### src/design/rts_pkg.sv
`default_nettype none

package rts_pkg;

  localparam int W = 32;
  localparam int DIV_BITS = 2;
  localparam int DIV_STAGES = W / DIV_BITS;

  typedef enum logic [1:0] {
    MODE_DOWN    = 2'd0,
    MODE_UP      = 2'd1,
    MODE_NEAREST = 2'd2
  } rts_mode_t;

  typedef enum logic [1:0] {
    ST_OK        = 2'd0,
    ST_ZERO_STEP = 2'd1,
    ST_OVERFLOW  = 2'd2
  } rts_status_t;

  typedef struct packed {
    logic [1:0]   mode;
    logic [W-1:0] value;
    logic [W-1:0] step;
  } rts_item_t;

  typedef struct packed {
    rts_item_t    item;
    logic [W-1:0] rem;
  } rts_div_t;

endpackage

`default_nettype wire

### src/design/rts_rem_pipe.sv
`default_nettype none

module rts_rem_pipe (
  input  wire logic              clk,
  input  wire logic              rst_n,
  input  wire logic              in_valid,
  output logic                   in_ready,
  input  wire rts_pkg::rts_item_t in_item,
  output logic                   out_valid,
  input  wire logic              out_ready,
  output rts_pkg::rts_div_t      out_data
);
  import rts_pkg::*;

  function automatic logic [W-1:0] rem_step(input logic [W-1:0] r, input logic b,
                                            input logic [W-1:0] s);
    logic [W:0] t;
    logic [W:0] d;
    t = {r, b};
    d = t - {1'b0, s};
    if (t >= {1'b0, s}) begin
      rem_step = d[W-1:0];
    end else begin
      rem_step = t[W-1:0];
    end
  endfunction

  logic [DIV_STAGES-1:0] vld_r;
  logic [DIV_STAGES-1:0] vld_in;
  logic [DIV_STAGES-1:0] rdy;
  rts_div_t              dat_r   [DIV_STAGES];
  rts_div_t              dat_src [DIV_STAGES];
  rts_div_t              dat_nxt [DIV_STAGES];

  always_comb begin
    rdy[DIV_STAGES-1] = !vld_r[DIV_STAGES-1] || out_ready;
    for (int i = DIV_STAGES - 2; i >= 0; i--) begin
      rdy[i] = !vld_r[i] || rdy[i+1];
    end
  end

  for (genvar i = 0; i < DIV_STAGES; i++) begin : g_stage
    localparam int HI = W - 1 - DIV_BITS * i;
    if (i == 0) begin : g_first
      assign vld_in[i]       = in_valid;
      assign dat_src[i].item = in_item;
      assign dat_src[i].rem  = '0;
    end else begin : g_rest
      assign vld_in[i]  = vld_r[i-1];
      assign dat_src[i] = dat_r[i-1];
    end

    always_comb begin
      logic [W-1:0] r1;
      r1 = rem_step(dat_src[i].rem, dat_src[i].item.value[HI], dat_src[i].item.step);
      dat_nxt[i].item = dat_src[i].item;
      dat_nxt[i].rem  = rem_step(r1, dat_src[i].item.value[HI-1], dat_src[i].item.step);
    end

    always_ff @(posedge clk) begin
      if (!rst_n) begin
        vld_r[i] <= 1'b0;
      end else if (rdy[i]) begin
        vld_r[i] <= vld_in[i];
      end
    end

    always_ff @(posedge clk) begin
      if (rdy[i] && vld_in[i]) begin
        dat_r[i] <= dat_nxt[i];
      end
    end
  end

  assign in_ready  = rdy[0];
  assign out_valid = vld_r[DIV_STAGES-1];
  assign out_data  = dat_r[DIV_STAGES-1];

endmodule

`default_nettype wire

### src/design/round_unsigned_to_step_top.sv
// Rounds an unsigned word to a multiple of a step: down, up to the next multiple, or nearest.
// The path is 16 remainder stages consuming two dividend bits each, then two
// stages that form the candidates and pick the result with its overflow check.
// Throughput is one word per cycle; a stalled output holds only the stages behind it.
// Synchronous active-low reset clears all valid bits; data registers are not reset.

`default_nettype none

module round_unsigned_to_step_top (
  input  wire logic        clk,
  input  wire logic        rst_n,
  input  wire logic        in_valid,
  output logic             in_ready,
  input  wire logic [1:0]  in_req_type,
  input  wire logic [31:0] in_value,
  input  wire logic [31:0] in_step,
  output logic             out_valid,
  input  wire logic        out_ready,
  output logic [31:0]      out_rounded,
  output logic [1:0]       out_status
);
  import rts_pkg::*;

  rts_item_t in_item;
  logic      div_valid;
  logic      div_ready;
  rts_div_t  div_data;

  assign in_item.mode  = in_req_type;
  assign in_item.value = in_value;
  assign in_item.step  = in_step;

  rts_rem_pipe u_rem (
    .clk       (clk),
    .rst_n     (rst_n),
    .in_valid  (in_valid),
    .in_ready  (in_ready),
    .in_item   (in_item),
    .out_valid (div_valid),
    .out_ready (div_ready),
    .out_data  (div_data)
  );

  logic         a_vld_r;
  logic         a_zero_r;
  logic         a_up_r;
  logic [W-1:0] a_below_r;
  logic [W-1:0] a_gap_r;
  logic [W-1:0] a_value_r;
  logic         a_zero_nxt;
  logic         a_up_nxt;
  logic [W-1:0] a_below_nxt;
  logic [W-1:0] a_gap_nxt;
  logic         a_rdy;

  logic         o_vld_r;
  logic [W-1:0] o_rounded_r;
  rts_status_t  o_status_r;
  logic [W-1:0] o_rounded_nxt;
  rts_status_t  o_status_nxt;
  logic         o_rdy;

  assign o_rdy     = !o_vld_r || out_ready;
  assign a_rdy     = !a_vld_r || o_rdy;
  assign div_ready = a_rdy;

  always_comb begin
    a_zero_nxt  = (div_data.item.step == '0);
    a_below_nxt = div_data.item.value - div_data.rem;
    a_gap_nxt   = div_data.item.step - div_data.rem;
    case (div_data.item.mode)
      MODE_UP:      a_up_nxt = 1'b1;
      MODE_NEAREST: a_up_nxt = (div_data.rem >= a_gap_nxt);
      default:      a_up_nxt = 1'b0;
    endcase
  end

  always_ff @(posedge clk) begin
    if (!rst_n) begin
      a_vld_r <= 1'b0;
    end else if (a_rdy) begin
      a_vld_r <= div_valid;
    end
  end

  always_ff @(posedge clk) begin
    if (a_rdy && div_valid) begin
      a_zero_r  <= a_zero_nxt;
      a_up_r    <= a_up_nxt;
      a_below_r <= a_below_nxt;
      a_gap_r   <= a_gap_nxt;
      a_value_r <= div_data.item.value;
    end
  end

  always_comb begin
    logic [W:0] sum;
    sum = {1'b0, a_value_r} + {1'b0, a_gap_r};
    if (a_zero_r) begin
      o_rounded_nxt = '0;
      o_status_nxt  = ST_ZERO_STEP;
    end else if (!a_up_r) begin
      o_rounded_nxt = a_below_r;
      o_status_nxt  = ST_OK;
    end else if (sum[W]) begin
      o_rounded_nxt = '1;
      o_status_nxt  = ST_OVERFLOW;
    end else begin
      o_rounded_nxt = sum[W-1:0];
      o_status_nxt  = ST_OK;
    end
  end

  always_ff @(posedge clk) begin
    if (!rst_n) begin
      o_vld_r <= 1'b0;
    end else if (o_rdy) begin
      o_vld_r <= a_vld_r;
    end
  end

  always_ff @(posedge clk) begin
    if (o_rdy && a_vld_r) begin
      o_rounded_r <= o_rounded_nxt;
      o_status_r  <= o_status_nxt;
    end
  end

  assign out_valid   = o_vld_r;
  assign out_rounded = o_rounded_r;
  assign out_status  = o_status_r;

endmodule

`default_nettype wire
### config.mk
export PLATFORM = sky130hd
export DESIGN_NAME = round_unsigned_to_step_top
export DESIGN_NICKNAME = d
export VERILOG_FILES = /design/src/design/rts_pkg.sv /design/src/design/rts_rem_pipe.sv /design/src/design/round_unsigned_to_step_top.sv
export SDC_FILE = /design/constraint.sdc
export NUM_CORES = 2
export LEC_CHECK = 0
export BUFFER_PORTS_ARGS = -buffer_cell sky130_fd_sc_hd__buf_2
export CORE_MARGIN = 4
export CORE_UTILIZATION = 50
export DETAILED_ROUTE_END_ITERATION = 6
export PLACE_DENSITY = 0.62
export SLEW_MARGIN = 20
export SYNTH_ARGS = -nofsm -noshare
export SYNTH_HDL_FRONTEND = slang
export SYNTH_HIERARCHICAL = 1
export SYNTH_SLANG_ARGS = --single-unit
### constraint.sdc
create_clock -name clk -period 12.95 [get_ports clk]
set_input_delay 1.295 -clock clk [delete_from_list [all_inputs] [get_ports clk]]
set_output_delay 1.295 -clock clk [all_outputs]
set_load 0.05 [all_outputs]
==> impl_metrics.csv <==
group,metric,value,unit
floorplanning,start_util,0.5032,
placed_design,dp_hpwl,255.7,mm
clocking,cts_resized,0,
setup_path,rr_startpoint,"u_rem/dat_r[0][229]$_DFFE_PP_",
yosys,syn_area_per_cell,10.39,µm²
yosys,synthMuxAreaShare,0.05376,
layout,area_delta_synth_final,8.371,%
setup_path,path_max_fanout,61,
pwr,ir_drop,0.1357,mV
yosys,yosysWarnings,6,
clocking,cts_buffers,191,
placed_design,port_buffers,105,
pwr,p_leak,51.93,nW
layout,layout.nets,12799,
global_routing,grt_pass1_wl,494.8,mm
timing,relSlewSlack,0.2607,
clocking,cts_tree,"done",
detailed_routing,routed_wl,323.8,mm
yosys,synth_compound_area_frac,0.1791,
yosys,ys_seq_area_frac,0.4291,
yosys,synth_area,119800,µm²
timing,rsz0062_at_grt,"false",
timing,setup_viol,0,
detailed_routing,drc,2,
setup_path,worstSetupEndpointType,"flop",
pwr,p_per_area,110.2,nW/µm²
detailed_routing,via_count,88664,
layout,drive_above_1_share,0.09368,
layout,fin_area,129800,µm²
detailed_routing,wl_per_cell,21.72,µm
floorplanning,ios,106,
yosys,synthAdderAreaFrac,0.1229,
timing,hold_viol,0,
hold_path,holdCritPathClass,"flop to flop",
clocking,cts_max_level,4,
global_routing,grt_pass1_vias,85174,
detailed_routing,ant_nets,0,
job,cap_violations,0,
detailed_routing,drtPass1Iterations,7,
setup_path,crit_type,"flop to flop",
floorplanning,dieHeight,497.5,µm
global_routing,grt_antenna_before_repair,14,
setup_path,critPathRequiredTime,13510,ps
hold_path,hold_depth,0,
status,failed_checks,"DRC",
setup_path,ff2ff_path_depth,21,
yosys,synth_top_family_by_area,"compound AO/OA/AOI/OAI gates",
clocking,cts_setup_buffers,0,
yosys,synthesis.nets,12762,
timing,hold_slack,401.1,ps
placed_design,placed_area,123300,µm²
yosys,synth_xor_area_frac,0.06689,
floorplanning,core-area,238100,µm²
hold_path,hold_path_startpoint,"u_rem/dat_r[1][369]$_DFFE_PP_",
clocking,clk_latency,850,ps
setup_path,critPathLaunch,"u_rem/dat_r[0][229]$_DFFE_PP_",
yosys,synth_edf_count,1700,
floorplanning,die_area,247500,µm²
detailed_routing,first_iter_violations,7181,
layout,post-route-util,0.5453,
yosys,synth-simple-area-share,0.1070,
floorplanning,row_count,179,
clocking,path_clk_slew,60,ps
timing,setup_tns,0,ps
yosys,ys_ff_latch,1718,
status,status,"finished with violations",
clocking,cts.path.max_buffers,3,
pwr,finalPower,14.31,mW
detailed_routing,detail_route.vias_per_cell,5.947,
clocking,cts_sinks,1718,
floorplanning,fp.dieW,497.5,µm
timing,fin_crit,8644,ps
timing,finalCritPeriodShare,0.6675,
layout,layout_common_cells,"1700 x edfxtp_1, 1122 x ha_1, 1058 x a21oi_1",
yosys,synth_ff_type,"edfxtp_1",
yosys,netlist_instances,11536,
setup_path,critPathLaunchType,"flop",
timing,worstMarginPinSlew,1099,ps
timing,report.final.slew_viol_count,0,
global_routing,track_usage,0.2520,
timing,max_freq,115.7,MHz
setup_path,arrival,9200,ps
layout,final_common_cell,"edfxtp_1",
yosys,ys_types,103,
yosys,async_flop_share,0,
global_routing,gr-total-overflow,0,
timing,skew,49.17,ps
clocking,hold_buffers,0,
global_routing,grt_max_degree,75,
placed_design,gp_congestion,0.9552,
clocking,cts-root-buf,"clkbuf_16",
[path summary, 6_finish.rpt]
kind / endpoint / slack, ps
worst max-delay path: u_rem/dat_r[0][297]$_DFFE_PP_ / 4310
worst min-delay path: u_rem/dat_r[1][467]$_DFFE_PP_ / 400
worst max register to register: u_rem/dat_r[0][297]$_DFFE_PP_ / 4310
worst min register to register: u_rem/dat_r[1][467]$_DFFE_PP_ / 400
[layer usage]
metal / global-route usage / wire length [µm]
met1: 0.3505 / 147300
met2: 0.4168 / 150900
met3: 0.02942 / 16500
met4: 0.07000 / 9167
met5: 0 / 0
[critical path, stage by stage, from the launching register on]
cell      delay [ps]
edfxtp_1         500
inv_1            200
ha_1             360
a21oi_1          160
o21ai_0          210
a311o_1          460
o211a_1          320
a211oi_1         470
o21ba_2          220
buf_4            470
o21ai_0          320
ha_1             370
nor2b_1          140
o31ai_1          430
a21oi_1          200
a221oi_1         700
o221ai_1         400
a21oi_1          400
o211ai_1         240
a221oi_1         370
nand3_2          780
mux2_2           590
[kinds of logic (layout without fill, tap and decap cells)]
| kind of cell | Yosys count | count (layout) |
|---|---|---|
| compound gates | 3334 | 3334 |
| simple gates | 2656 | 2656 |
| flops | 1718 | 1718 |
| buf+inv | 1184 | 1380 |
| fa+ha+maj | 1156 | 1156 |
| xor+xnor | 915 | 915 |
| mux | 573 | 573 |
| other cells | 0 | 11 |
[per-stage QoR]
step           instances  setup slack (ps)
6_report           14910              4306
5_1_grt            14907              3938
4_1_cts            14899              4516
3_5_place_dp       14547              4562
3_3_place_gp       14547              4745
2_1_floorplan      11536              2513
[synth_stat cells (all sizes together), types with 157 or more instances]
cell	number	share of area
xor2	286	0.021
nor3	157	0.0067
a21oi	1062	0.044
o21a	164	0.010
buf	174	0.0096
a21o	530	0.033
nand2	661	0.021
o21ai	646	0.027
inv	856	0.027
nand3	189	0.0079
nor2	785	0.025
ha	1122	0.12
xnor2	629	0.046
edfxtp	1700	0.43
mux2	540	0.051
[where the power goes]
group / switching (mW) / internal [mW] / leakage, nW / total (mW)
Sequential: 0.0616 / 6.24 / 15.5 / 6.30
Clock: 2.35 / 3.20 / 3.11 / 5.55
Combinational: 1.36 / 1.10 / 33.3 / 2.46
Total: 3.77 / 10.5 / 51.9 / 14.3
[final cells by class]
type                            instances  area (µm²)
Inverter                              856        3213
Multi-Input combinational cell       8634       63730
Antenna cell                           11       27.53
Fill cell                           20853      108200
Tap cell                             3167        3963
Clock buffer                          220        4928
Timing Repair Buffer                  172        1028
Clock inverter                        132        1534
Sequential cell                      1718       51410
[flip-flops by register name, indices dropped and copies added (netlist names)]
| name | cells |
|---|---|
| u_rem/dat_r | 1568 |
| a_below_r | 32 |
| a_gap_r | 32 |
| a_value_r | 32 |
| out_rounded | 32 |
| u_rem/vld_in | 15 |
| out_status | 2 |
| a_up_r | 1 |
| a_vld_r | 1 |
| a_zero_r | 1 |
| out_valid | 1 |
| u_rem/out_valid | 1 |
(Power assumes the default switching activity.)
